<file path="config.mk">
export PLATFORM = sky130hd
export DESIGN_NAME = dfw_ram
export DESIGN_NICKNAME = d
export VERILOG_FILES = /design/src/hdl/graph_depth_first_walker_assert.svh /design/src/hdl/dfw_ram.sv
export SDC_FILE = /design/constraint.sdc
export NUM_CORES = 2
export LEC_CHECK = 0
export BUFFER_PORTS_ARGS = -buffer_cell sky130_fd_sc_hd__buf_4
export CAP_MARGIN = 25
export CORE_UTILIZATION = 40
export DETAILED_ROUTE_END_ITERATION = 6
export GPL_TIMING_DRIVEN = 1
export SLEW_MARGIN = 20
export SYNTH_ARGS = -nofsm -noshare
export SYNTH_HDL_FRONTEND = slang
export SYNTH_SLANG_ARGS = --single-unit
export TNS_END_PERCENT = 10
</file>
<file path="constraint.sdc">
create_clock -name i_clk -period 2.4 [get_ports i_clk]
set_input_delay 0 -clock i_clk [delete_from_list [all_inputs] [get_ports i_clk]]
set_output_delay 0 -clock i_clk [all_outputs]
set_load 0.02 [all_outputs]
</file>
<file path="src/hdl/graph_depth_first_walker_assert.svh">
// Assertion macros shared by the depth-first walker RTL.
// No dependencies; included by the files that carry assertions.
`ifndef GRAPH_DEPTH_FIRST_WALKER_ASSERT_SVH
`define GRAPH_DEPTH_FIRST_WALKER_ASSERT_SVH

// condition holds at every edge outside reset
`define DFW_ASSERT_ALWAYS(label, clk, rst_n, cond, msg) \
    label: assert property (@(posedge clk) disable iff (!rst_n) (cond)) else $error(msg);

// consequent holds in the same cycle as the antecedent
`define DFW_ASSERT_IMPLY(label, clk, rst_n, ante, cons, msg) \
    label: assert property (@(posedge clk) disable iff (!rst_n) (ante) |-> (cons)) \
        else $error(msg);

// consequent holds in the cycle after the antecedent
`define DFW_ASSERT_NEXT(label, clk, rst_n, ante, cons, msg) \
    label: assert property (@(posedge clk) disable iff (!rst_n) (ante) |=> (cons)) \
        else $error(msg);

`endif

</file>
<file path="src/hdl/dfw_ram.sv">
// Generic single-write, single-read RAM with registered read data.
// No dependencies.
module dfw_ram #(
    parameter int WIDTH = 8,
    parameter int DEPTH = 256
) (
    input  logic                     i_clk,
    input  logic                     i_we,
    input  logic [$clog2(DEPTH)-1:0] i_waddr,
    input  logic [WIDTH-1:0]         i_wdata,
    input  logic [$clog2(DEPTH)-1:0] i_raddr,
    output logic [WIDTH-1:0]         o_rdata
);

    logic [WIDTH-1:0] r_mem [DEPTH];
    logic [WIDTH-1:0] r_rdata;

    always_ff @(posedge i_clk) begin
        if (i_we) begin
            r_mem[i_waddr] <= i_wdata;
        end
        r_rdata <= r_mem[i_raddr];
    end

    assign o_rdata = r_rdata;

endmodule

</file>
==> implementation parameters <==
Parameter                              Value

Yosys
  Synth Flop Type    sky130_fd_sc_hd__edfxtp_1
  Average cell area after synthesis    21.3 µm²
  Sequential share of the synthesized area    0.775
  Post-synthesis instance area    79600 µm²
  Number of synthesis warnings    0
  Total nets after synthesis    3759
  Synth async-reset ratio    0
  Number of storage elements in the synthesis netlist    2056
  Netlist cell types    55
  Number of cells produced by synthesis    3733
  Count of flip-flops with a built-in enable after synthesis    2048

STA
  Final hold violation count    0
  Min Tclk post-route    2.40 ns
  Slew Limit Fails    0
  Setup repair after global routing missed its margin    yes
  Count of endpoints failing setup in the final report    1
  Pin slew with the least headroom to its limit    0.934 ns
  Final worst-path cycle share    1.00
  Worst setup margin    -0.00156 ns
  Achievable frequency    416 MHz
  Min Hold Slack    0.134 ns
  Worst relative slew slack    0.377
  Worst setup skew after layout    0.0592 ns

Worst setup path
  Slowest library cell on the worst path    sky130_fd_sc_hd__mux4_2
  Stage delay of the slowest cell on the critical path    0.48 ns
  Register-to-register setup slack    -0.002 ns
  Crit path cell chain    mux4_2, a22o_1, a221oi_2, buf_4, o32ai_2, nor3_1, buf_4, nor4_2
  Critical Path Fanout Max    1
  Data required time of the critical path    3.15 ns
  Kind of cell with the highest combined delay on the critical path    compound AO/OA/AOI/OAI gates
  CP Buf/Inv Count    2
  Category of the worst setup path launch point    register
  Most common cell type on the critical path    sky130_fd_sc_hd__buf_4
  Worst EP arrival    3.15 ns
  Nature of the critical path endpoint    register
  Worst setup path class    reg2reg

Finish
  Total Nets Final    4427
  Share of final-layout standard cells stronger than drive strength 1    0.316
  Non-filler cells in the finished layout    7203
  Total of fill cells in the finished design    16200
  Area added between synthesis and finish    18.9%
  Multi-input gate area in the final layout    16600 µm²
  Total area of sequential cells    61700 µm²
  Core occupancy in the finished layout    0.479

Route
  Number of optimization iterations in the first detailed-route pass    5
  Remaining number of nets flagged by the antenna check after routing    0
  Top metal layer carrying routed signals    met5
  Count of vias placed by the detailed router    40500
  Initial detailed-routing violation count    4628
  WL per Instance    28.2 µm
  Met2 routed wirelength    99.3 mm
  Wire length reported by the detailed router    203 mm
  Post-route DRC    0
  Vias per Instance    5.62
  Routed metal-1 wirelength    84.5 mm
  Amount of wire on met3 after detailed routing    13.0 mm

Outcome
  Outcome    finished, violations left
  Failing checks    setup timing

Power and ir drop
  Pwr Density    797 nW/µm²
  Max VDD drop    774 µV
  P_leak    30.4 nW
  Power consumption    75.4 mW

Clock tree
  Maximum root-to-sink buffer count    3
  Post-CTS clock slew at the launch and capture registers of the worst setup and hold paths    0.06 ns
  Number of CTS-inserted buffers    204
  Clock root buffer master    sky130_fd_sc_hd__clkbuf_16
  Number of buffers added for setup after CTS    0
  Maximum level of the CTS H-tree    4
  Total clock sinks    2056
  Clock tree from TritonCTS    built
  Clk Latency, worst-skew pair    0.86 ns

Run
  Number of maximum-capacitance constraint violations    0

Global route
  Remaining global-route overflow    0
  Largest net degree at the start of global routing    101
  Global-route wire length before repair    292 mm
  Antenna violations before repair    10
  Via count of the first global-routing pass    40600
  Overall Global Routing Usage    0.203

Floorplanning
  Number of placed I/O pins    34
  Core Rows    163
  DIE HEIGHT    448 µm
  Placeable core region    197000 µm²
  Area of the die    201000 µm²
  Initial core utilization    0.403
  Die boundary width    448 µm

Place
  Number of port buffers    33
  Placed Instances    6814
  Worst slack after detailed placement    -0.634 ns
  RePlAce Congestion    0.863
  Dpl hpwl    132 mm

Min path
  Hold crit path type    in2reg
## sequential cells by signal, summed over array words and instances, names as in the netlist
register,cells
o_rdata,8
r_mem,2048
## final cells by class
class | instances | share of cell area
inverter | 2 | 0.0000794
clock inverter | 123 | 0.0144
tap | 2640 | 0.0349
multi-input combinational | 1442 | 0.176
timing repair buffer | 695 | 0.0672
sequential | 2056 | 0.652
antenna | 1 | 0.0000265
clock buffer | 244 | 0.0556
## synthesized netlist by cell type, types with 2 or more instances
cell | instances | share of area
sky130_fd_sc_hd__edfxtp_1 | 2048 | 0.77
sky130_fd_sc_hd__mux4_2 | 454 | 0.13
sky130_fd_sc_hd__nor2_1 | 282 | 0.013
sky130_fd_sc_hd__mux2i_1 | 134 | 0.017
sky130_fd_sc_hd__a22oi_1 | 133 | 0.013
sky130_fd_sc_hd__clkbuf_1 | 111 | 0.0052
sky130_fd_sc_hd__a21oi_1 | 96 | 0.0060
sky130_fd_sc_hd__o221ai_1 | 46 | 0.0051
sky130_fd_sc_hd__nand3_1 | 34 | 0.0021
sky130_fd_sc_hd__nand2_1 | 33 | 0.0016
sky130_fd_sc_hd__buf_2 | 31 | 0.0020
sky130_fd_sc_hd__nor2b_1 | 31 | 0.0024
sky130_fd_sc_hd__o22ai_1 | 28 | 0.0022
sky130_fd_sc_hd__buf_4 | 27 | 0.0025
sky130_fd_sc_hd__nor4_1 | 24 | 0.0019
sky130_fd_sc_hd__buf_1 | 22 | 0.0010
sky130_fd_sc_hd__nor3_1 | 22 | 0.0014
sky130_fd_sc_hd__buf_6 | 21 | 0.0030
sky130_fd_sc_hd__a211oi_1 | 16 | 0.0015
sky130_fd_sc_hd__a221oi_1 | 13 | 0.0014
sky130_fd_sc_hd__buf_8 | 13 | 0.0025
sky130_fd_sc_hd__nand4_1 | 10 | 0.00079
sky130_fd_sc_hd__o211ai_1 | 10 | 0.00094
sky130_fd_sc_hd__o21ai_0 | 10 | 0.00063
sky130_fd_sc_hd__a22o_1 | 8 | 0.00088
sky130_fd_sc_hd__buf_12 | 8 | 0.0020
sky130_fd_sc_hd__dfxtp_1 | 8 | 0.0020
sky130_fd_sc_hd__nand2b_1 | 8 | 0.00063
sky130_fd_sc_hd__and2_1 | 6 | 0.00047
sky130_fd_sc_hd__o22a_1 | 5 | 0.00055
sky130_fd_sc_hd__o32ai_1 | 4 | 0.00044
sky130_fd_sc_hd__or2_2 | 4 | 0.00031
sky130_fd_sc_hd__nor4_2 | 3 | 0.00047
sky130_fd_sc_hd__a2111oi_0 | 2 | 0.00022
sky130_fd_sc_hd__a2111oi_1 | 2 | 0.00025
sky130_fd_sc_hd__a311oi_1 | 2 | 0.00022
sky130_fd_sc_hd__a31oi_1 | 2 | 0.00016
sky130_fd_sc_hd__and3b_1 | 2 | 0.00022
sky130_fd_sc_hd__mux4_1 | 2 | 0.00066
sky130_fd_sc_hd__nand3b_1 | 2 | 0.00019
sky130_fd_sc_hd__o21ai_1 | 2 | 0.00013
## path summary, 6_finish.rpt
path,startpoint,to,depth (start not counted)
worst min register to register,r_mem[32][5]$_DFFE_PP_,o_rdata[5]$_DFF_P_,7
worst max register to register,r_mem[83][6]$_DFFE_PP_,o_rdata[6]$_DFF_P_,8
worst min-delay path,i_raddr[5],o_rdata[3]$_DFF_P_,5
worst max-delay path,r_mem[83][6]$_DFFE_PP_,o_rdata[6]$_DFF_P_,8
## worst reg2reg max path, stage by stage, from the launching register on
cell and delay [ns]:
sky130_fd_sc_hd__edfxtp_1 0.36, sky130_fd_sc_hd__mux4_2 0.48, sky130_fd_sc_hd__a22o_1 0.26, sky130_fd_sc_hd__a221oi_2 0.18, sky130_fd_sc_hd__buf_4 0.20, sky130_fd_sc_hd__o32ai_2 0.09
sky130_fd_sc_hd__nor3_1 0.47, sky130_fd_sc_hd__buf_4 0.22, sky130_fd_sc_hd__nor4_2 0.04
## power breakdown
| group | leakage (nW) | internal [mW] | switching (mW) |
|---|---|---|---|
| combinational | 8.71 | 1.70 | 2.48 |
| clock | 3.21 | 17.9 | 13.7 |
| sequential | 18.5 | 39.6 | 0.0917 |
## cell families (layout without fill, tap and decap cells)
| family | after synthesis | count (layout) | synth area share |
|---|---|---|---|
| multiplexers | 591 | 591 | 0.146 |
| flip-flops | 2056 | 2056 | 0.775 |
| AO/OA/AOI/OAI | 385 | 385 | 0.0342 |
| AND/OR/NAND/NOR | 466 | 466 | 0.0263 |
| other | 0 | 1 | 0 |
| buffers and inverters | 235 | 1064 | 0.0183 |
## cells in the final DEF, fill, tap and decap left out, drive strengths merged, types with 33 or more instances in the layout
master | Yosys | routed
a21oi | 96 | 96
a22oi | 133 | 133
buf | 122 | 674
clkbuf | 111 | 244
clkinv | 1 | 92
edfxtp | 2048 | 2048
mux2i | 134 | 134
mux4 | 456 | 456
nand2 | 33 | 33
nand3 | 34 | 34
nor2 | 282 | 282
o221ai | 47 | 47
## metal layers
layer	GRT usage	up-vias
li1	-	17000
met1	0.284	21600
met2	0.329	1563
met3	0.0276	298
met4	0.0646	6
met5	0	-
## repair_timing
item | CTS | global route
hold buffers | 21 | 0
hold endpoints to repair | 2396 | 0
endpoints found under the setup margin | 5 | 6
resized for setup | 10 | 7
pin swaps | 3 | 0
gates cloned | 0 | 0
## metrics by stage
step / cell area (µm²) / setup TNS, ns
6_report: 94600 / -0.00156
5_1_grt: 94600 / -0.00671
4_1_cts: 94500 / -0.00565
3_5_place_dp: 87600 / -3.61
3_3_place_gp: 87600 / -3.72
2_1_floorplan: 79600 / 0
Power figures use the tool's default switching activity.
