<file path="config.mk">
export PLATFORM = sky130hd
export DESIGN_NAME = dfw_alu
export DESIGN_NICKNAME = d
export VERILOG_FILES = /design/src/hdl/graph_depth_first_walker_assert.svh /design/src/hdl/dfw_pkg.sv /design/src/hdl/dfw_alu.sv
export SDC_FILE = /design/constraint.sdc
export NUM_CORES = 1
export LEC_CHECK = 0
export BUFFER_PORTS_ARGS = -buffer_cell sky130_fd_sc_hd__buf_2
export CAP_MARGIN = 25
export CORE_AREA = 2 2 39 41
export DETAILED_ROUTE_END_ITERATION = 10
export DIE_AREA = 0 0 41 43
export PLACE_DENSITY = 0.79
export SLEW_MARGIN = 20
export SYNTH_ARGS = -nofsm -noshare
export SYNTH_HDL_FRONTEND = slang
export SYNTH_SLANG_ARGS = --single-unit
</file>
<file path="constraint.sdc">
create_clock -name vclk -period 3.3
set_input_delay 0.165 -clock vclk [all_inputs]
set_output_delay 0.165 -clock vclk [all_outputs]
set_load 0.05 [all_outputs]
</file>
<file path="src/hdl/graph_depth_first_walker_assert.svh">
// Assertion macros shared by the depth-first walker RTL.
// No dependencies; included by the files that carry assertions.
`ifndef GRAPH_DEPTH_FIRST_WALKER_ASSERT_SVH
`define GRAPH_DEPTH_FIRST_WALKER_ASSERT_SVH

// condition holds at every edge outside reset
`define DFW_ASSERT_ALWAYS(label, clk, rst_n, cond, msg) \
    label: assert property (@(posedge clk) disable iff (!rst_n) (cond)) else $error(msg);

// consequent holds in the same cycle as the antecedent
`define DFW_ASSERT_IMPLY(label, clk, rst_n, ante, cons, msg) \
    label: assert property (@(posedge clk) disable iff (!rst_n) (ante) |-> (cons)) \
        else $error(msg);

// consequent holds in the cycle after the antecedent
`define DFW_ASSERT_NEXT(label, clk, rst_n, ante, cons, msg) \
    label: assert property (@(posedge clk) disable iff (!rst_n) (ante) |=> (cons)) \
        else $error(msg);

`endif

</file>
<file path="src/hdl/dfw_pkg.sv">
// Shared types and codes of the depth-first walker.
// No dependencies; used by every module of the block but the RAM.
package dfw_pkg;

    localparam int DFW_MAX_VERTICES = 256;
    localparam int DFW_MAX_ENTRIES  = 2048;

    localparam logic [1:0] CMD_ADD   = 2'd0;
    localparam logic [1:0] CMD_START = 2'd1;
    localparam logic [1:0] CMD_STEP  = 2'd2;

    localparam logic [2:0] EV_ADDED = 3'd0;
    localparam logic [2:0] EV_VISIT = 3'd1;
    localparam logic [2:0] EV_EDGE  = 3'd2;
    localparam logic [2:0] EV_DONE  = 3'd3;
    localparam logic [2:0] EV_FULL  = 3'd4;
    localparam logic [2:0] EV_BUSY  = 3'd5;

    typedef enum logic [2:0] {
        ST_CLEAR,
        ST_IDLE,
        ST_APPEND,
        ST_LINK,
        ST_VISIT,
        ST_POP,
        ST_EDGE,
        ST_SEEN
    } t_state;

    typedef enum logic {
        ALU_INC,
        ALU_DEC
    } t_alu_op;

    typedef struct packed {
        logic       strobe;
        logic [2:0] event_res;
        logic [7:0] vertex;
        logic [7:0] child;
        logic       child_seen;
    } t_emit;

endpackage

</file>
<file path="src/hdl/dfw_alu.sv">
// Shared increment/decrement unit for counters, stack depth and sweep index.
// Depends on dfw_pkg.
module dfw_alu #(
    parameter int WIDTH = 12
) (
    input  dfw_pkg::t_alu_op  i_op,
    input  logic [WIDTH-1:0]  i_operand,
    output logic [WIDTH-1:0]  o_result
);

    import dfw_pkg::*;

    always_comb begin
        unique case (i_op)
            ALU_INC: o_result = i_operand + WIDTH'(1);
            ALU_DEC: o_result = i_operand - WIDTH'(1);
        endcase
    end

endmodule

</file>
==> results of run 1 <==
## worst max-delay path by stage
| stage | start | to | slack, ps |
|---|---|---|---|
| after floorplan | i_operand[0] | o_result[8] | 780 |
| after global placement | i_op | o_result[10] | 1000 |
| after detailed placement | i_op | o_result[10] | 990 |
| after CTS | i_op | o_result[10] | 980 |
| after global routing | i_op | o_result[11] | 880 |
| final | i_op | o_result[10] | 990 |
## power by group through the flow
stage	combinational, W	sequential (W)	clock, W
detailed placement	0.000245	0	0
global route	0.000261	0	0
CTS	0.000246	0	0
finish	0.000244	0	0
floorplan	0.000195	0	0
global placement	0.000242	0	0
## through the flow
stage               worst slack (ps)  cell area, um^2  utilization
finish                           990              649        0.469
global route                     875              649        0.469
CTS                              985              649        0.469
detailed placement               986              649        0.469
global placement                1000              649        0.469
floorplan                        778              504            -
## area by class of cell
type               count  area share
well taps             16      0.0308
multi-input cells     56       0.753
inverters              4      0.0231
repair buffers        25       0.193
## critical path, stage by stage
cell	delay [ps]
buf_2	190
ha_1	400
and4_1	250
a32o_1	200
a2111o_1	400
a21oi_2	150
xnor2_1	110
buf_2	270
## cells in the final DEF, fill, tap and decap left out, drive strengths merged
cell and n:
a2111oi 1, ha 10, buf 25, o41a 1, a21o 1, nor3 1
and3 2, inv 4, nor2b 2, a2111o 1, o21ai 2, nand2 1
and2 2, a21boi 1, fa 1, nor2 5, xnor2 7, xor2 3
o21a 3, a32o 1, and4 1, a41oi 1, a21oi 8, o31a 1
## logic make-up (layout without fill, tap and decap cells)
logic type,count (synthesis),after routing,synth area share
AO/OA/AOI/OAI,21,21,0.357
adder cells (fa/ha/maj),11,11,0.288
AND/OR/NAND/NOR,14,14,0.151
buffers and inverters,4,29,0.0298
XOR/XNOR,10,10,0.174
## synth_stat cells
library cell,count
a2111o_1,1
a2111oi_4,1
a21boi_1,1
a21o_1,1
a21oi_1,6
a21oi_2,2
a32o_1,1
a41oi_2,1
and2_1,1
and2_4,1
and3_1,2
and4_1,1
fa_1,1
ha_1,10
inv_1,4
nand2_1,1
nor2_1,5
nor2b_1,2
nor3_1,1
o21a_1,3
o21ai_0,2
o31a_1,1
o41a_1,1
xnor2_1,7
xor2_1,3
## per-layer routing
layer,vias up,wire (um),GRT usage
li1,277,-,-
met1,232,471,0.158
met2,18,550,0.244
met3,0,72,0.00524
met4,0,0,0
met5,-,0,0
==> results.yml, run 1 <==
yosys:
  yosysWarnings: 0
  synthTopCellsByArea: "ha_1 (25%), xnor2_1 (12%), a21oi_1 (6.0%)"
  syn_inst: 60
  ys_seq_area_frac: 0
  synthesis.nets: 84
  syn_area_per_cell_um2: 8.40
  synth_top_cell_by_area: "ha_1"
  syn_area_um2: 504
  yosys.cell_types.count: 25
  synth_top_area_share: 0.248
setup_path:
  critPathKind: "primary input to primary output"
  critPathLaunchType: "primary input"
  worstPathRequired_ps: 3130
  worstSetupEndpointType: "primary output"
  crit_fanout: 12
  arrival_ps: 2140
hold_path:
  holdPathEnd: "o_result[0]"
  hold_class: "primary input to primary output"
  worstHoldStart: "i_operand[0]"
  holdPathStages: 3
place:
  routabilityCongestion: 0.801
  placement.io_buffers: 25
  hpwl_um: 959
  dp.cells: 101
grt:
  track_usage: 0.129
  grt_first_pass_wirelength_um: 1700
  gr-total-overflow: 0
  grt_max_degree: 13
  grt_antenna_before_repair: 0
  grt_pass1_vias: 458
floorplan:
  fp.coreArea_um2: 1380
  row_count: 14
  ios: 25
  fp.dieH_um: 43
  die_x_um: 41
  start_util: 0.364
  dieArea_um2: 1760
sta:
  max_freq_mhz: 433
  hold_viol_final: 0
  period_minus_slack_ps: 2310
  worst_hold_slack_ps: 680
  rsz0062_at_grt: "no"
  relSlewSlack: 0.791
  worst_slew_pin_slew_ps: 314
  setup_viol: 0
  period_share: 0.700
  drv_slew: 0
  tns_ps: 0
drt:
  final_antenna_net_count: 0
  drtPass1Iterations: 3
  drt-initial-drc-count: 3
  vias: 527
  viasPerCell: 5.22
  drc: 0
  routed_wl_um: 1090
  wl_per_cell_um: 10.8
cts:
  ctsResizeCount: 0
  postCtsSetupBuffers: 0
  holdBufCountCts: 0
layout:
  diodes: 0
  syn_to_final_growth_pct: 28.8
  multi_input_area_um2: 489
  register_area_um2: 0
  num-clock-buffers: 0
  drive_gt1_frac: 0.353
  layout.nets: 111
  n_sequential_cell: 0
  fill_cells: 143
  stdcell_count: 101
pwr:
  power_w: 0.000244
  p_switching_w: 0.000170
  p_leak_nw: 0.323
  pwr-share-seq: 0
  combinationalPowerShare: 1.000
  peakVddDrop_mv: 0.208
  p_per_area_nw_per_um2: 376
  p_int_w: 0.0000735
  swShare: 0.699
  clock_power_share: 0
outcome:
  status: "finished clean"
flow_run:
  maxCapViolCount: 0
Note: power is estimated with default switching activity, not from simulation.
==> run 2: changes to the inputs <==
clock period = 2.4 ns   (was 3.3 ns; I/O delays follow)
==> run 2 against run 1 <==
Against the previous run:
- clock-buffer cell count stayed put
- largest power group unchanged
- non-clock buffer count is 1 higher
- global-route usage is 1.9 points higher
- die area stayed put
- via count is 1.7% higher
- first-iteration DRC count is 130% higher
- final cell count is 0.99% higher
- sequential cell count stayed put
- combinational power is 40% higher
- routed wire length is 8.9% higher
==> results.yml, run 2 (synthesis gave the netlist of run 1 again) <==
drt:
  wl_per_cell_um: 11.7
  final_antenna_net_count: 0
  drtPass1Iterations: 4
  wl_met3_um: 75
  met2_length_um: 617
  met1_length_um: 497
  routed_wl_um: 1190
  drt-initial-drc-count: 7
  routed.top_layer: "met3"
  drc: 0
  vias: 536
  viasPerCell: 5.25
layout:
  layout_common_cells: "buf_2 (25), ha_1 (10), xnor2_1 (7)"
  layout.nets: 112
  diodes: 0
  num-clock-buffers: 0
  syn_to_final_growth_pct: 31.8
  layout_commonest_cell: "buf_2"
  fill_cells: 146
  drive_gt1_frac: 0.372
  stdcell_count: 102
  n_sequential_cell: 0
  register_area_um2: 0
sta:
  period_minus_slack_ps: 2240
  relSlewSlack: 0.784
  drv_slew: 0
  tns_ps: 0
  period_share: 0.932
  max_freq_mhz: 447
  hold_viol_final: 0
  rsz0062_at_grt: "no"
  worst_slew_pin_slew_ps: 323
  setup_ws_ps: 162
  worst_hold_slack_ps: 589
  setup_viol: 0
place:
  hpwl_um: 1030
  placement.io_buffers: 25
  place_ws_ps: 133
  dp.cells: 102
  routabilityCongestion: 0.816
setup_path:
  startpoint: "i_op"
  crit_family: "compound AO/OA/AOI/OAI gates"
  cp_num_buf_inv: 2
  critPathKind: "primary input to primary output"
  worstSetupEndpointType: "primary output"
  cp_cell_sequence: "buf_2 -> ha_1 -> and3_1 -> a2111oi_4 -> a21oi_2 -> a41oi_2 -> xnor2_1 -> buf_2"
  cp_common_cell: "buf_2"
  crit_fanout: 12
  slowest_delay_ps: 410
  arrival_ps: 2120
  critPathLaunchType: "primary input"
  worstPathRequired_ps: 2280
  cpMaxStageDelayCell: "a2111oi_4"
grt:
  grt_max_degree: 13
  grt_first_pass_wirelength_um: 1960
  gr-total-overflow: 0
  grt_antenna_before_repair: 0
  grt_pass1_vias: 478
  track_usage: 0.148
floorplan:
  dieArea_um2: 1760
  fp.dieH_um: 43
  die_x_um: 41
  ios: 25
  row_count: 14
  start_util: 0.364
  fp.coreArea_um2: 1380
hold_path:
  hold_class: "primary input to primary output"
  worstHoldStart: "i_operand[0]"
pwr:
  swShare: 0.695
  p_int_w: 0.000104
  power_w: 0.000341
  pwr-share-seq: 0
  p_leak_nw: 0.329
  p_per_area_nw_per_um2: 514
  combinationalPowerShare: 1.000
  peakVddDrop_mv: 0.217
  p_switching_w: 0.000237
  clock_power_share: 0
flow_run:
  maxCapViolCount: 0
cts:
  holdBufCountCts: 0
  ctsResizeCount: 0
  postCtsSetupBuffers: 0
outcome:
  status: "finished clean"
-- run 2: power groups by stage --
| stage | registers [W] | clock network (W) | logic (W) |
|---|---|---|---|
| after global routing | 0 | 0 | 0.000365 |
| after detailed placement | 0 | 0 | 0.000342 |
| after global placement | 0 | 0 | 0.000337 |
| final | 0 | 0 | 0.000341 |
| after CTS | 0 | 0 | 0.000343 |
| after floorplan | 0 | 0 | 0.000271 |
-- run 2: per-stage QoR --
| stage | area (um^2) | utilization |
|---|---|---|
| detailed placement | 664 | 0.480 |
| global placement | 664 | 0.480 |
| CTS | 664 | 0.480 |
| floorplan | 512 | - |
| finish | 664 | 0.480 |
| global route | 664 | 0.480 |
-- run 2: cell type report --
type	instances	area (um^2)	area share
Tap cell	16	20.0	0.0301
Timing Repair Buffer	26	133	0.200
Multi-Input combinational cell	56	497	0.748
Inverter	4	15.0	0.0226
-- run 2: worst min-delay path: stages --
cell,delay (ps)
buf_2,90
inv_1,50
buf_2,210
-- run 2: final timing paths --
kind	slack, ps	endpoint	cells after the start
worst max-delay path	160	o_result[11]	8
worst min-delay path	590	o_result[0]	3
-- run 2: routing by layer --
layer,track usage,vias to the layer above
met5,0,-
met2,0.278,18
met4,0,0
met1,0.187,239
li1,-,279
met3,0,0
==> run 3: changes to the inputs <==
CELL_PAD_IN_SITES_DETAIL_PLACEMENT = 1   (was default)
CELL_PAD_IN_SITES_GLOBAL_PLACEMENT = 1   (was default)
CORE_AREA = default   (was 2 2 39 41)
CORE_MARGIN = 2   (was default)
CORE_UTILIZATION = 34   (was default)
DIE_AREA = default   (was 0 0 41 43)
PLACE_DENSITY = 0.95   (was 0.79)
==> run 3 against run 2 <==
Against the previous run:
- core utilization is 1.1 points higher
- routed wire length is 20% higher
- via count is 1.9% higher
- combinational power is 1% higher
- maximum frequency is 1.3% lower
- cell area is 0.19% lower
- sequential cell count stayed put
- final cell count is 0.98% lower
- total power is 1.2% higher
- worst setup slack worse by 29 ps
- largest cell class unchanged
==> results.yml, run 3 (synthesis gave the netlist of run 1 again) <==
floorplan:
  ios: 25
  fp.coreArea_um2: 1350
  dieArea_um2: 1810
  die_x_um: 42.5
  fp.dieH_um: 42.5
  start_util: 0.373
  row_count: 13
sta:
  period_minus_slack_ps: 2270
  drv_slew: 0
  period_share: 0.944
  tns_ps: 0
  max_freq_mhz: 441
  worst_slew_pin_slew_ps: 333
  hold_viol_final: 0
  rsz0062_at_grt: "no"
  setup_viol: 0
  relSlewSlack: 0.778
pwr:
  swShare: 0.698
  p_leak_nw: 0.329
  p_switching_w: 0.000241
  peakVddDrop_mv: 0.196
  clock_power_share: 0
  p_per_area_nw_per_um2: 521
  combinationalPowerShare: 1.000
  pwr-share-seq: 0
  power_w: 0.000346
  p_int_w: 0.000104
drt:
  wl_per_cell_um: 14.1
  routed_wl_um: 1420
  drc: 0
  drt-initial-drc-count: 4
  final_antenna_net_count: 0
  drtPass1Iterations: 4
  vias: 546
  viasPerCell: 5.41
flow_run:
  maxCapViolCount: 0
layout:
  stdcell_count: 101
  layout_commonest_cell: "buf_2"
  num-clock-buffers: 0
  register_area_um2: 0
  diodes: 0
  layout.nets: 112
  postLayoutCellArea_um2: 663
  layout_common_cells: "buf_2 (25), ha_1 (10), xnor2_1 (7)"
  fin_util: 0.491
  syn_to_final_growth_pct: 31.5
  drive_gt1_frac: 0.372
  fill_cells: 170
  n_sequential_cell: 0
hold_path:
  hold_class: "primary input to primary output"
  worstHoldStart: "i_operand[0]"
cts:
  ctsResizeCount: 0
  holdBufCountCts: 0
  postCtsSetupBuffers: 0
setup_path:
  critPathCapture: "o_result[10]"
  startpoint: "i_op"
  critPathLaunchType: "primary input"
  worstSetupEndpointType: "primary output"
  crit_fanout: 12
  critPathKind: "primary input to primary output"
  arrival_ps: 2150
  worstPathRequired_ps: 2280
grt:
  gr-usage-met1: 0.194
  grt_first_pass_wirelength_um: 2540
  grt_max_degree: 13
  gr-total-overflow: 0
  grtUsageMet2: 0.360
  grt_pass1_vias: 595
  grt_most_used_layer: "met2"
  grt_antenna_before_repair: 0
  track_usage: 0.174
  grt_util_met3: 0.0129
place:
  placement.io_buffers: 25
  hpwl_um: 1260
  routabilityCongestion: 0.741
  dp.cells: 101
  dpl_cell_area_um2: 663
outcome:
  status: "finished clean"
## run 3: cell counts in the layout (fill, tap and decap cells not counted)
No cell type changed its count.
## run 3: worst min path at each step
stage / to / slack [ps] / cells after the start
4_1_cts: o_result[0] / 590 / 3
5_1_grt: o_result[0] / 630 / 3
3_3_place_gp: o_result[0] / 590 / 3
2_1_floorplan: o_result[0] / 440 / 1
3_5_place_dp: o_result[0] / 590 / 3
6_report: o_result[0] / 590 / 3
## run 3: power by group through the flow
| stage | Clock, W | Sequential (W) | Combinational (W) |
|---|---|---|---|
| 5_1_grt | 0 | 0 | 0.000367 |
| 4_1_cts | 0 | 0 | 0.000349 |
| 3_5_place_dp | 0 | 0 | 0.000348 |
| 2_1_floorplan | 0 | 0 | 0.000271 |
| 6_report | 0 | 0 | 0.000346 |
| 3_3_place_gp | 0 | 0 | 0.000338 |
## run 3: layer usage
metal,vias up,part of all wire
li1,276,-
met1,255,0.40
met2,15,0.56
met3,0,0.042
met4,0,0
met5,-,0
## run 3: layout make-up
class              instances  area (um^2)  area share
well taps                 15         18.8      0.0283
repair buffers            26          133       0.200
inverters                  4         15.0      0.0226
multi-input cells         56          497       0.749
## run 3: metrics by stage
stage / hold slack, ps / setup slack, ps
2_1_floorplan: 436 / 135
3_3_place_gp: 590 / 172
3_5_place_dp: 592 / 127
4_1_cts: 593 / 124
5_1_grt: 626 / 33.8
6_report: 591 / 133
## run 3: worst max-delay path, cell delays in order
cell      delay, ps
buf_2           190
ha_1            420
and4_1          240
a32o_1          210
a2111o_1        390
a21oi_2         150
xnor2_1         130
buf_2           290
