<file path="src/hdl/graph_depth_first_walker_assert.svh">
// Assertion macros shared by the depth-first walker RTL.
// No dependencies; included by the files that carry assertions.
`ifndef GRAPH_DEPTH_FIRST_WALKER_ASSERT_SVH
`define GRAPH_DEPTH_FIRST_WALKER_ASSERT_SVH

// condition holds at every edge outside reset
`define DFW_ASSERT_ALWAYS(label, clk, rst_n, cond, msg) \
    label: assert property (@(posedge clk) disable iff (!rst_n) (cond)) else $error(msg);

// consequent holds in the same cycle as the antecedent
`define DFW_ASSERT_IMPLY(label, clk, rst_n, ante, cons, msg) \
    label: assert property (@(posedge clk) disable iff (!rst_n) (ante) |-> (cons)) \
        else $error(msg);

// consequent holds in the cycle after the antecedent
`define DFW_ASSERT_NEXT(label, clk, rst_n, ante, cons, msg) \
    label: assert property (@(posedge clk) disable iff (!rst_n) (ante) |=> (cons)) \
        else $error(msg);

`endif

</file>
<file path="src/hdl/dfw_pkg.sv">
// Shared types and codes of the depth-first walker.
// No dependencies; used by every module of the block but the RAM.
package dfw_pkg;

    localparam int DFW_MAX_VERTICES = 256;
    localparam int DFW_MAX_ENTRIES  = 2048;

    localparam logic [1:0] CMD_ADD   = 2'd0;
    localparam logic [1:0] CMD_START = 2'd1;
    localparam logic [1:0] CMD_STEP  = 2'd2;

    localparam logic [2:0] EV_ADDED = 3'd0;
    localparam logic [2:0] EV_VISIT = 3'd1;
    localparam logic [2:0] EV_EDGE  = 3'd2;
    localparam logic [2:0] EV_DONE  = 3'd3;
    localparam logic [2:0] EV_FULL  = 3'd4;
    localparam logic [2:0] EV_BUSY  = 3'd5;

    typedef enum logic [2:0] {
        ST_CLEAR,
        ST_IDLE,
        ST_APPEND,
        ST_LINK,
        ST_VISIT,
        ST_POP,
        ST_EDGE,
        ST_SEEN
    } t_state;

    typedef enum logic {
        ALU_INC,
        ALU_DEC
    } t_alu_op;

    typedef struct packed {
        logic       strobe;
        logic [2:0] event_res;
        logic [7:0] vertex;
        logic [7:0] child;
        logic       child_seen;
    } t_emit;

endpackage

</file>
<file path="src/hdl/dfw_seq.sv">
// Sequencer of the depth-first walker: command decode, list append, walk steps.
// Depends on dfw_pkg and graph_depth_first_walker_assert.svh; drives the RAMs and ALU.
`include "graph_depth_first_walker_assert.svh"

module dfw_seq #(
    parameter int MAX_VERTICES = dfw_pkg::DFW_MAX_VERTICES,
    parameter int MAX_ENTRIES  = dfw_pkg::DFW_MAX_ENTRIES,
    parameter int VW  = $clog2(MAX_VERTICES),
    parameter int SW  = $clog2(MAX_VERTICES + 1),
    parameter int EAW = $clog2(MAX_ENTRIES),
    parameter int EW  = $clog2(MAX_ENTRIES + 1),
    parameter int AL  = (EW > SW) ? EW : SW
) (
    input  logic              i_clk,
    input  logic              i_rst_n,
    input  logic              start,
    output logic              busy,
    input  logic [1:0]        i_cmd,
    input  logic [7:0]        i_first_vertex,
    input  logic [7:0]        i_second_vertex,
    output dfw_pkg::t_emit    o_emit,
    output dfw_pkg::t_alu_op  o_alu_op,
    output logic [AL-1:0]     o_alu_operand,
    input  logic [AL-1:0]     i_alu_result,
    output logic [VW-1:0]     o_vtx_waddr,
    output logic [VW-1:0]     o_vtx_raddr,
    output logic              o_head_we,
    output logic [EW-1:0]     o_head_wdata,
    input  logic [EW-1:0]     i_head_rdata,
    output logic              o_tail_we,
    output logic [EAW-1:0]    o_tail_wdata,
    input  logic [EAW-1:0]    i_tail_rdata,
    output logic              o_vis_we,
    output logic              o_vis_wdata,
    input  logic              i_vis_rdata,
    output logic [EAW-1:0]    o_ent_waddr,
    output logic [EAW-1:0]    o_ent_raddr,
    output logic              o_tgt_we,
    output logic [VW-1:0]     o_tgt_wdata,
    input  logic [VW-1:0]     i_tgt_rdata,
    output logic              o_link_we,
    output logic [EW-1:0]     o_link_wdata,
    input  logic [EW-1:0]     i_link_rdata,
    output logic              o_stk_we,
    output logic [VW-1:0]     o_stk_waddr,
    output logic [VW+EW-1:0]  o_stk_wdata,
    output logic [VW-1:0]     o_stk_raddr,
    input  logic [VW+EW-1:0]  i_stk_rdata
);

    import dfw_pkg::*;

    localparam logic [EW-1:0] LINK_NULL   = EW'(MAX_ENTRIES);
    localparam logic [EW-1:0] FULL_AT     = EW'(MAX_ENTRIES - 1);
    localparam logic [VW-1:0] LAST_VERTEX = VW'(MAX_VERTICES - 1);
    localparam logic [SW-1:0] STACK_MAX   = SW'(MAX_VERTICES);

    function automatic logic [VW-1:0] fold_vertex(input logic [7:0] x);
        logic [23:0] rem;
        rem = {16'b0, x};
        for (int k = 7; k >= 0; k--) begin
            if (rem >= (24'(MAX_VERTICES) << k)) begin
                rem = rem - (24'(MAX_VERTICES) << k);
            end
        end
        return VW'(rem);
    endfunction

    t_state          r_state, n_state;
    logic            r_init, n_init;
    logic [VW-1:0]   r_sweep, n_sweep;
    logic            r_side, n_side;
    logic [VW-1:0]   r_a, n_a;
    logic [VW-1:0]   r_b, n_b;
    logic            r_fix, n_fix;
    logic [EAW-1:0]  r_fix_addr, n_fix_addr;
    logic [EW-1:0]   r_entry_count, n_entry_count;
    logic [SW-1:0]   r_depth, n_depth;
    logic            r_pending_valid, n_pending_valid;
    logic [VW-1:0]   r_pending_vertex, n_pending_vertex;
    logic            r_walk_active, n_walk_active;
    logic [VW-1:0]   r_top_vertex, n_top_vertex;
    logic [EW-1:0]   r_top_cursor, n_top_cursor;
    logic [VW-1:0]   r_kid, n_kid;

    logic            accept;
    logic [VW-1:0]   fa;
    logic [VW-1:0]   fb;
    logic [VW-1:0]   from_v;
    logic [VW-1:0]   to_v;

    assign accept = start && (r_state == ST_IDLE);
    assign busy   = (r_state != ST_IDLE);
    assign fa     = fold_vertex(i_first_vertex);
    assign fb     = fold_vertex(i_second_vertex);
    assign from_v = r_side ? r_b : r_a;
    assign to_v   = r_side ? r_a : r_b;

    always_ff @(posedge i_clk) begin
        if (!i_rst_n) begin
            r_state         <= ST_CLEAR;
            r_init          <= 1'b1;
            r_sweep         <= '0;
            r_entry_count   <= '0;
            r_depth         <= '0;
            r_pending_valid <= 1'b0;
            r_pending_vertex <= '0;
            r_walk_active   <= 1'b0;
        end else begin
            r_state         <= n_state;
            r_init          <= n_init;
            r_sweep         <= n_sweep;
            r_entry_count   <= n_entry_count;
            r_depth         <= n_depth;
            r_pending_valid <= n_pending_valid;
            r_pending_vertex <= n_pending_vertex;
            r_walk_active   <= n_walk_active;
        end
    end

    always_ff @(posedge i_clk) begin
        r_side       <= n_side;
        r_a          <= n_a;
        r_b          <= n_b;
        r_fix        <= n_fix;
        r_fix_addr   <= n_fix_addr;
        r_top_vertex <= n_top_vertex;
        r_top_cursor <= n_top_cursor;
        r_kid        <= n_kid;
    end

    always_comb begin
        n_state = r_state;
        unique case (r_state)
            ST_CLEAR: begin
                if (r_sweep == LAST_VERTEX) begin
                    n_state = ST_IDLE;
                end
            end
            ST_IDLE: begin
                if (accept) begin
                    unique case (i_cmd)
                        CMD_ADD: begin
                            if (!r_walk_active && (r_entry_count < FULL_AT)) begin
                                n_state = ST_APPEND;
                            end
                        end
                        CMD_START: n_state = ST_CLEAR;
                        CMD_STEP: begin
                            if (r_walk_active) begin
                                if (r_pending_valid) begin
                                    n_state = ST_VISIT;
                                end else if (r_depth != '0) begin
                                    n_state = (r_top_cursor == LINK_NULL) ? ST_POP : ST_EDGE;
                                end
                            end
                        end
                        default: n_state = ST_IDLE;
                    endcase
                end
            end
            ST_APPEND: n_state = ST_LINK;
            ST_LINK:   n_state = r_side ? ST_IDLE : ST_APPEND;
            ST_VISIT:  n_state = ST_IDLE;
            ST_POP:    n_state = ST_IDLE;
            ST_EDGE:   n_state = ST_SEEN;
            ST_SEEN:   n_state = ST_IDLE;
        endcase
    end

    always_comb begin
        n_init           = r_init;
        n_sweep          = r_sweep;
        n_side           = r_side;
        n_a              = r_a;
        n_b              = r_b;
        n_fix            = r_fix;
        n_fix_addr       = r_fix_addr;
        n_entry_count    = r_entry_count;
        n_depth          = r_depth;
        n_pending_valid  = r_pending_valid;
        n_pending_vertex = r_pending_vertex;
        n_walk_active    = r_walk_active;
        n_top_vertex     = r_top_vertex;
        n_top_cursor     = r_top_cursor;
        n_kid            = r_kid;

        o_emit        = '0;
        o_alu_op      = ALU_INC;
        o_alu_operand = '0;
        o_vtx_waddr   = '0;
        o_vtx_raddr   = '0;
        o_head_we     = 1'b0;
        o_head_wdata  = LINK_NULL;
        o_tail_we     = 1'b0;
        o_tail_wdata  = '0;
        o_vis_we      = 1'b0;
        o_vis_wdata   = 1'b0;
        o_ent_waddr   = '0;
        o_ent_raddr   = r_top_cursor[EAW-1:0];
        o_tgt_we      = 1'b0;
        o_tgt_wdata   = '0;
        o_link_we     = 1'b0;
        o_link_wdata  = LINK_NULL;
        o_stk_we      = 1'b0;
        o_stk_waddr   = '0;
        o_stk_wdata   = {r_top_vertex, r_top_cursor};
        o_stk_raddr   = '0;

        unique case (r_state)
            ST_CLEAR: begin
                o_vtx_waddr   = r_sweep;
                o_vis_we      = 1'b1;
                o_head_we     = r_init;
                o_alu_op      = ALU_INC;
                o_alu_operand = AL'(r_sweep);
                n_sweep       = VW'(i_alu_result);
                if (r_sweep == LAST_VERTEX) begin
                    n_sweep = '0;
                    n_init  = 1'b0;
                end
            end
            ST_IDLE: begin
                o_vtx_raddr   = (i_cmd == CMD_ADD) ? fa : r_pending_vertex;
                o_alu_op      = ALU_DEC;
                o_alu_operand = AL'(r_depth);
                o_stk_raddr   = VW'(i_alu_result);
                if (accept) begin
                    unique case (i_cmd)
                        CMD_ADD: begin
                            n_a    = fa;
                            n_b    = fb;
                            n_side = 1'b0;
                            if (r_walk_active) begin
                                o_emit.strobe    = 1'b1;
                                o_emit.event_res = EV_BUSY;
                            end else if (r_entry_count >= FULL_AT) begin
                                o_emit.strobe    = 1'b1;
                                o_emit.event_res = EV_FULL;
                            end
                        end
                        CMD_START: begin
                            n_depth          = '0;
                            n_pending_valid  = 1'b1;
                            n_pending_vertex = fa;
                            n_walk_active    = 1'b1;
                        end
                        CMD_STEP: begin
                            if (!r_walk_active) begin
                                o_emit.strobe    = 1'b1;
                                o_emit.event_res = EV_DONE;
                            end else if (!r_pending_valid && (r_depth == '0)) begin
                                n_walk_active    = 1'b0;
                                o_emit.strobe    = 1'b1;
                                o_emit.event_res = EV_DONE;
                            end
                        end
                        default: n_side = r_side;
                    endcase
                end
            end
            ST_APPEND: begin
                o_ent_waddr  = r_entry_count[EAW-1:0];
                o_tgt_we     = 1'b1;
                o_tgt_wdata  = to_v;
                o_link_we    = 1'b1;
                o_link_wdata = LINK_NULL;
                o_vtx_waddr  = from_v;
                o_tail_we    = 1'b1;
                o_tail_wdata = r_entry_count[EAW-1:0];
                if (i_head_rdata == LINK_NULL) begin
                    o_head_we    = 1'b1;
                    o_head_wdata = r_entry_count;
                    n_fix        = 1'b0;
                end else begin
                    n_fix      = 1'b1;
                    n_fix_addr = i_tail_rdata;
                end
            end
            ST_LINK: begin
                o_ent_waddr   = r_fix_addr;
                o_link_we     = r_fix;
                o_link_wdata  = r_entry_count;
                o_alu_op      = ALU_INC;
                o_alu_operand = AL'(r_entry_count);
                n_entry_count = EW'(i_alu_result);
                o_vtx_raddr   = r_b;
                if (r_side) begin
                    o_emit.strobe    = 1'b1;
                    o_emit.event_res = EV_ADDED;
                end else begin
                    n_side = 1'b1;
                end
            end
            ST_VISIT: begin
                o_vtx_waddr      = r_pending_vertex;
                o_vis_we         = 1'b1;
                o_vis_wdata      = 1'b1;
                n_pending_valid  = 1'b0;
                o_emit.strobe    = 1'b1;
                o_emit.event_res = EV_VISIT;
                o_emit.vertex    = 8'(r_pending_vertex);
                o_alu_op         = ALU_INC;
                o_alu_operand    = AL'(r_depth);
                if (r_depth < STACK_MAX) begin
                    o_stk_we     = (r_depth != '0);
                    o_stk_waddr  = VW'(r_depth);
                    n_top_vertex = r_pending_vertex;
                    n_top_cursor = i_head_rdata;
                    n_depth      = SW'(i_alu_result);
                end
            end
            ST_POP: begin
                o_alu_op      = ALU_DEC;
                o_alu_operand = AL'(r_depth);
                n_depth       = SW'(i_alu_result);
                n_top_vertex  = i_stk_rdata[VW+EW-1:EW];
                n_top_cursor  = i_stk_rdata[EW-1:0];
            end
            ST_EDGE: begin
                n_kid        = i_tgt_rdata;
                n_top_cursor = i_link_rdata;
                o_vtx_raddr  = i_tgt_rdata;
            end
            ST_SEEN: begin
                if (!i_vis_rdata) begin
                    n_pending_valid  = 1'b1;
                    n_pending_vertex = r_kid;
                end
                o_emit.strobe     = 1'b1;
                o_emit.event_res  = EV_EDGE;
                o_emit.vertex     = 8'(r_top_vertex);
                o_emit.child      = 8'(r_kid);
                o_emit.child_seen = i_vis_rdata;
            end
        endcase
    end

    `DFW_ASSERT_ALWAYS(a_count_bound, i_clk, i_rst_n, r_entry_count <= LINK_NULL, "entry count overflow")
    `DFW_ASSERT_ALWAYS(a_depth_bound, i_clk, i_rst_n, r_depth <= STACK_MAX, "stack depth overflow")
    `DFW_ASSERT_IMPLY(a_pending_walk, i_clk, i_rst_n, r_pending_valid, r_walk_active, "pending vertex outside walk")
    `DFW_ASSERT_IMPLY(a_clear_quiet, i_clk, i_rst_n, r_state == ST_CLEAR, !o_emit.strobe, "item emitted during clear")
    `DFW_ASSERT_NEXT(a_edge_pends, i_clk, i_rst_n, o_emit.strobe && (o_emit.event_res == EV_EDGE) && !o_emit.child_seen, r_pending_valid, "unseen child not pending")

endmodule

</file>
<file path="config.mk">
export PLATFORM = sky130hd
export DESIGN_NAME = dfw_seq
export DESIGN_NICKNAME = d
export VERILOG_FILES = /design/src/hdl/dfw_pkg.sv /design/src/hdl/dfw_seq.sv
export VERILOG_INCLUDE_DIRS = /design/src /design/src/hdl
export SDC_FILE = /design/constraint.sdc
export NUM_CORES = 1
export LEC_CHECK = 0
export BUFFER_PORTS_ARGS = -buffer_cell sky130_fd_sc_hd__buf_4
export CAP_MARGIN = 30
export CORE_UTILIZATION = 43
export DETAILED_ROUTE_END_ITERATION = 16
export GPL_TIMING_DRIVEN = 0
export HOLD_SLACK_MARGIN = 0.1
export PLACE_DENSITY = 0.74
export SYNTH_ARGS = -nofsm -noshare
export SYNTH_HDL_FRONTEND = slang
export SYNTH_SLANG_ARGS = --single-unit
export TNS_END_PERCENT = 10
</file>
<file path="constraint.sdc">
create_clock -name i_clk -period 2.8 [get_ports i_clk]
set_clock_uncertainty 0.05 [all_clocks]
set_input_delay 0 -clock i_clk [delete_from_list [all_inputs] [get_ports i_clk]]
set_output_delay 0 -clock i_clk [all_outputs]
set_load 0.1 [all_outputs]
</file>
==> results of run 1 <==
-- worst max path at each step --
| stage | to | slack (ns) | cells past startpoint |
|---|---|---|---|
| global route | r_top_cursor[3] | 0.01 | 7 |
| floorplan | o_emit[18] | -0.43 | 3 |
| detailed placement | r_top_cursor[11] | 0.35 | 7 |
| CTS | r_top_cursor[3] | 0.12 | 7 |
| global placement | r_top_cursor[7] | 0.14 | 6 |
| finish | r_top_cursor[3] | 0.06 | 7 |
-- synth_stat cells, drive strengths merged, types with 3 or more instances --
library cell    n  area share
o2bb2ai         3      0.0045
and2           40       0.043
and4            8       0.012
clkbuf         18       0.011
buf            47       0.055
inv            13      0.0083
edfxtp         57        0.29
nand2         100       0.064
nand3           6      0.0072
a21boi         20       0.026
mux2i          33       0.056
a22o           13       0.019
a21oi          14       0.013
o22a            9       0.013
o22ai          11       0.015
dfxtp          43        0.15
a22oi          37       0.047
and3           12       0.013
nor2b          14       0.015
nor3            3      0.0026
o211a           9       0.015
o21a            4      0.0051
ha              4      0.0085
o2111ai         8       0.012
nand4           4      0.0043
nor2           30       0.019
or3             3      0.0032
o21ai          18       0.015
a21o           14       0.018
nor4            6      0.0064
-- worst max-delay path: cells and delay by family, from the launching register on --
family,cells,cell delay (ns)
AOI/OAI and AO/OA,1,0.09
buffers and inverters,4,1.64
DFF,1,0.54
and+or+nand+nor,2,0.30
-- registers in the layout (all words and copies together), names as in the netlist --
register and flops:
r_entry_count 12, r_top_cursor 12, r_fix_addr 11, r_depth 9
r_a 8, r_b 8, r_kid 8, r_pending_vertex 8
r_sweep 8, r_top_vertex 8, r_state 3, r_fix 1
r_init 1, r_pending_valid 1, r_side 1, r_walk_active 1
-- power groups by stage --
stage	sequential, W	clock, W	combinational, W
2_1_floorplan	0.00159	0	0.000152
4_1_cts	0.00156	0.00118	0.000412
3_3_place_gp	0.00159	0	0.000313
6_report	0.00156	0.00118	0.000419
5_1_grt	0.00156	0.00123	0.000436
3_5_place_dp	0.00159	0	0.000317
-- per-stage QoR --
step	util	instances
final	0.6925	1160
after CTS	0.6925	1160
after floorplan	-	622
after global placement	0.6029	1052
after detailed placement	0.6043	1054
after global routing	0.6925	1160
-- routing by layer --
| metal | global-route usage | wire [um] |
|---|---|---|
| met1 | 0.4213 | 9827 |
| met2 | 0.5643 | 11640 |
| met3 | 0.05891 | 1701 |
| met4 | 0.09889 | 545 |
| met5 | 0 | 0 |
-- area by class of cell --
type	instances	share of cell area
sequential	100	0.2794
tap	176	0.02392
inverter	13	0.005300
buffer	65	0.04240
multi-input combinational	444	0.3124
clock buffer	12	0.02677
clock inverter	4	0.002854
timing repair buffer	346	0.3070
-- kinds of logic (layout without fill, tap and decap cells) --
family	after synthesis	after routing	synth area share
AND/OR/NAND/NOR	239	239	0.2088
flip-flops	100	100	0.4371
buffers and inverters	78	440	0.07462
AO/OA/AOI/OAI	168	168	0.2149
multiplexers	33	33	0.05612
adder cells (fa/ha/maj)	4	4	0.008504
==> reports/results.ini, run 1 <==
[pwr]
p_int_w = 0.002391
power_switching_w = 0.0007646
leakagePower_nw = 4.200
switching_share = 0.2423
power.total_w = 0.003155
p_per_area_nw_per_um2 = 342.7
clkPwrFrac = 0.373
power_frac_seq = 0.495
peakVddDrop_uv = 279.4
p_comb_frac = 0.133

[sta]
postLayoutSetupSlackWorst_ns = 0.05604
setup-tns-final_ns = 0
relSlewSlack = 0.5177
fin_crit_ns = 2.744
fin_crit_sh = 0.9800
grt_setup_unrepaired = false
tightest_slew_ns = 0.7169
holdWs_ns = 0.1723
fmax_ghz = 0.3644
finalMaxSlewViolations = 0
setup-violations-final = 0
finalHoldViolations = 0

[die]
die_w_um = 119.0
die_h_um = 119.0
dieArea_um2 = 14160
io_pins = 256
rows = 42
start_util = 0.4427
core_region_area_um2 = 13300

[setup_path]
cpPeakStageDelay_ns = 0.57
reg2reg_from = r_state[2]
crit_path_frequent_cell = dlygate4sd3_1
timing.rr.end = r_top_cursor[3]
crit_slowest_cell = dlygate4sd3_1
startpoint = r_state[2]
required_ns = 2.97
rrSetupSlack_ns = 0.06
arrival_ns = 2.91
critPathKind = reg2reg
reg2regPathDepth = 7
cp_max_fo = 10
end_kind = register
start_kind = register
path_cells = buf_4, and3b_1, buf_2, a22oi_1, dlygate4sd3_1, nand2_1, dlygate4sd3_1

[layout]
multi_input_area_um2 = 2877
most-common-layout-cells = buf_4, nand2_1, dlygate4sd3_1
final_layout_size_suffix_gt1_frac = 0.3343
layout_commonest_cell = buf_4
nNetsFinal = 1080
seqCellArea_um2 = 2572
syn2layout_area_growth_pct = 56.44
fillers = 1073
final_area_um2 = 9208
antenna_cells = 0

[synthesis]
synth_area_um2 = 5886
ys_seq_elements = 100
synth_edf_count = 57
synth_ff_type = edfxtp_1
synth_warnings = 0
avgSynthCellArea_um2 = 9.462
synth_nets = 723
synth_cell_types = 56
yosysSeqAreaShare = 0.4371
synthCells = 622
ys_async_sr_fraction = 0

[placed_design]
gp_congestion = 0.9879
place_ws_ns = 0.3518
dp_hpwl_um = 17020
place_area_um2 = 8034
io_buffers = 254

[detailed_routing]
vias = 6516
drcViolationCount = 0
antenna_left = 0
drt_iter0_drc = 499
wirelength_um = 23720
wl_per_cell_um = 20.44
vias_per_cell = 5.617
firstDrtPassIters = 5

[clock_tree]
cts_resized = 0
post-cts-setup-buffers = 0
htree_levels = 3
clk_path_buf_depth = 2
clock_latency_ns = 0.36
numClockSinks = 100
cts_tree = done
cts.reportedPaths.clkPinSlew_ns = 0.06
ctsHoldBuffers = 90
cts_buffers = 9
cts_root_buf = clkbuf_16

[grt]
antenna_found_initial = 0
grt_pass1_wl_um = 35660
grt_max_degree = 18
overflow = 0
grt_pass1_vias = 6401
grt_util_all_layers = 0.3296

[worst_hold_path]
hold_path_depth = 5
min_from = i_cmd[0]
hold_end = r_state[1]
hold_class = in2reg

[outcome]
status = complete, no violations

[job]
maxCapViolations = 0

Power figures use the tool's default switching activity.
==> run 2: changes to the inputs <==
--- a/config.mk
+++ b/config.mk
@@ -13,6 +13,7 @@
 export GPL_TIMING_DRIVEN = 0
 export HOLD_SLACK_MARGIN = 0.1
 export PLACE_DENSITY = 0.74
+export SETUP_SLACK_MARGIN = 0.2
 export SYNTH_ARGS = -nofsm -noshare
 export SYNTH_HDL_FRONTEND = slang
 export SYNTH_SLANG_ARGS = --single-unit
==> run 2 against run 1 <==
Largest cell class unchanged; worst hold slack worse by 0.031 ns; routed wire length shrank 1.1%; clock power hardly changed; utilization about the same; critical path type unchanged; cell count down 0.17%; first-iteration DRC count down 11%; via count up 0.91%; maximum frequency up 9.4%; global-route usage is 0.47 points lower; sequential share of layout area hardly changed; non-clock buffer count shrank 2.
==> reports/results.ini, run 2 (same netlist as run 1, synthesis figures left out) <==
[setup_path]
crit_slowest_cell = a21oi_1
critPathKind = reg2reg
end_kind = register
cpPeakStageDelay_ns = 0.50  ; -0.07 ns
crit_family = buffers and inverters
arrival_ns = 2.52  ; -0.39 ns
required_ns = 2.81  ; -0.16 ns
start_kind = register
cp_max_fo = 10  ; unchanged
crit_buf_inv = 5  ; +1
path_cells = buf_6, buf_8, clkbuf_1, buf_2, nor2_4, a21oi_1, buf_4

[clock_tree]
cts.reportedPaths.clkPinSlew_ns = 0.06  ; about the same
clk_path_buf_depth = 2  ; unchanged
cts_tree = done
htree_levels = 3  ; unchanged
cts_buffers = 9  ; unchanged
cts_root_buf = clkbuf_16
numClockSinks = 100  ; unchanged
clock_latency_ns = 0.36  ; about the same

[pwr]
clkPwrFrac = 0.377  ; +0.004
power_switching_w = 0.0007999  ; +4.6%
switching_share = 0.2521  ; +0.009803
power_frac_seq = 0.492  ; -0.003
peakVddDrop_uv = 230.4  ; -18%
p_per_area_nw_per_um2 = 344.8  ; +0.62%
p_int_w = 0.002373  ; -0.75%
p_comb_frac = 0.131  ; -0.002
leakagePower_nw = 4.200  ; about the same

[die]
dieArea_um2 = 14160  ; unchanged
start_util = 0.4427  ; unchanged
die_h_um = 119.0  ; unchanged
io_pins = 256  ; unchanged
rows = 42  ; unchanged
core_region_area_um2 = 13300  ; unchanged
die_w_um = 119.0  ; unchanged

[placed_design]
gp_congestion = 0.9651  ; -2.3%
io_buffers = 254  ; unchanged
dp_hpwl_um = 16930  ; -0.53%

[layout]
most-common-layout-cells = buf_4, nand2_1, dlygate4sd3_1
syn2layout_area_growth_pct = 56.33  ; about the same
biggestRegsByFlops = r_entry_count (12), r_top_cursor (12), r_fix_addr (11)
final_layout_size_suffix_gt1_frac = 0.3381  ; +0.003736
nNetsFinal = 1078  ; -0.19%
layout_commonest_cell = buf_4
fillers = 1010  ; -5.9%
antenna_cells = 0  ; unchanged
fin_util = 0.6921  ; about the same

[detailed_routing]
antenna_left = 0  ; unchanged
drt_iter0_drc = 445  ; -11%
wirelength_um = 23460  ; -1.1%
drcViolationCount = 0  ; unchanged
firstDrtPassIters = 5  ; unchanged
wl_per_cell_um = 20.25  ; -0.93%
vias = 6575  ; +0.91%
vias_per_cell = 5.678  ; +1.1%

[outcome]
status = complete, no violations

[grt]
use_met3 = 0.04598  ; -0.01293
antenna_found_initial = 0  ; unchanged
grt_pass1_wl_um = 35230  ; -1.2%
overflow = 0  ; unchanged
grt_max_degree = 18  ; unchanged
gr-usage-met1 = 0.4121  ; -0.009152
met2_usage = 0.5545  ; -0.009811
grt_pass1_vias = 6424  ; +0.36%
grt_util_all_layers = 0.3249  ; -0.004661
top_usage_layer = met2

[sta]
relSlewSlack = 0.5148  ; -0.002899
setup-tns-final_ns = 0  ; unchanged
grt_setup_unrepaired = true
fin_crit_sh = 0.8957  ; -0.08424
finalMaxSlewViolations = 0  ; unchanged
setup-violations-final = 0  ; unchanged
fin_crit_ns = 2.508  ; -0.2359 ns
finalHoldViolations = 0  ; unchanged
holdWs_ns = 0.1417  ; -0.03051 ns
fmax_ghz = 0.3987  ; +9.4%
tightest_slew_ns = 0.7212  ; +0.004309 ns

[worst_hold_path]
hold_class = in2reg

[job]
maxCapViolations = 0  ; unchanged

## run 2: cell types whose count changed in the layout (fill, tap and decap cells not counted)
cell / delta
clkbuf_1: -2
nor2_2: -1
clkinv_2: -1
clkbuf_2: +1
nor2_4: +1
o31ai_1: -1
clkbuf_8: -1
inv_6: +2
clkinvlp_4: +1
o31ai_2: +1
dlygate4sd3_1: -2
## run 2: metrics by stage
step           worst slack (ns)  total power, W  cell area [um2]  std cells
5_1_grt                  0.1412        0.003253             9201       1158
4_1_cts                  0.2596        0.003178             9200       1158
2_1_floorplan           -0.3246        0.001743             5898        622
6_report                 0.2919        0.003173             9201       1158
3_3_place_gp             0.1321        0.001907             8025       1052
3_5_place_dp             0.3491        0.001910             8044       1054
## run 2: cell type report
type,instances,area (um2),area share
Inverter,13,48.80,0.005303
Tap cell,176,220.2,0.02393
Buffer,65,391.6,0.04256
Multi-Input combinational cell,444,2887,0.3137
Timing Repair Buffer,344,2806,0.3050
Clock inverter,6,46.29,0.005031
Clock buffer,10,229.0,0.02488
Sequential cell,100,2572,0.2796
## run 2: path summary, 6_finish.rpt
check        startpoint         endpoint  slack, ns  cells past startpoint
max          r_state[1]  r_top_cursor[6]       0.29                      7
min            i_cmd[1]       r_state[1]       0.14                      5
max reg2reg  r_state[1]  r_top_cursor[6]       0.29                      7
min reg2reg      r_init           r_init       0.42                      2
## run 2: worst min-delay path, stage by stage
cell and delay, ns:
buf_4 0.10, ha_1 0.21, nor3b_2 0.06, nand2_1 0.07, a211oi_2 0.06
## run 2: layer usage
metal	share of wire	vias to the layer above
met5	0	-
met4	0.026	0
met3	0.064	56
met2	0.50	348
met1	0.41	3201
li1	-	2970
## run 2: power groups by stage
stage                     logic, W  registers, W  clock network (W)
after global routing      0.000434       0.00156            0.00126
after floorplan           0.000153       0.00159                  0
after detailed placement  0.000316       0.00159                  0
final                     0.000416       0.00156            0.00120
after CTS                 0.000410       0.00156            0.00121
after global placement    0.000313       0.00159                  0
## run 2: timing repair
item                                   in CTS  in global routing
endpoints found under the hold margin      97                  0
buffers inserted                            0                  0
setup endpoints to repair                   0                 10
resized for setup                           0                  2
hold buffers                               88                  0
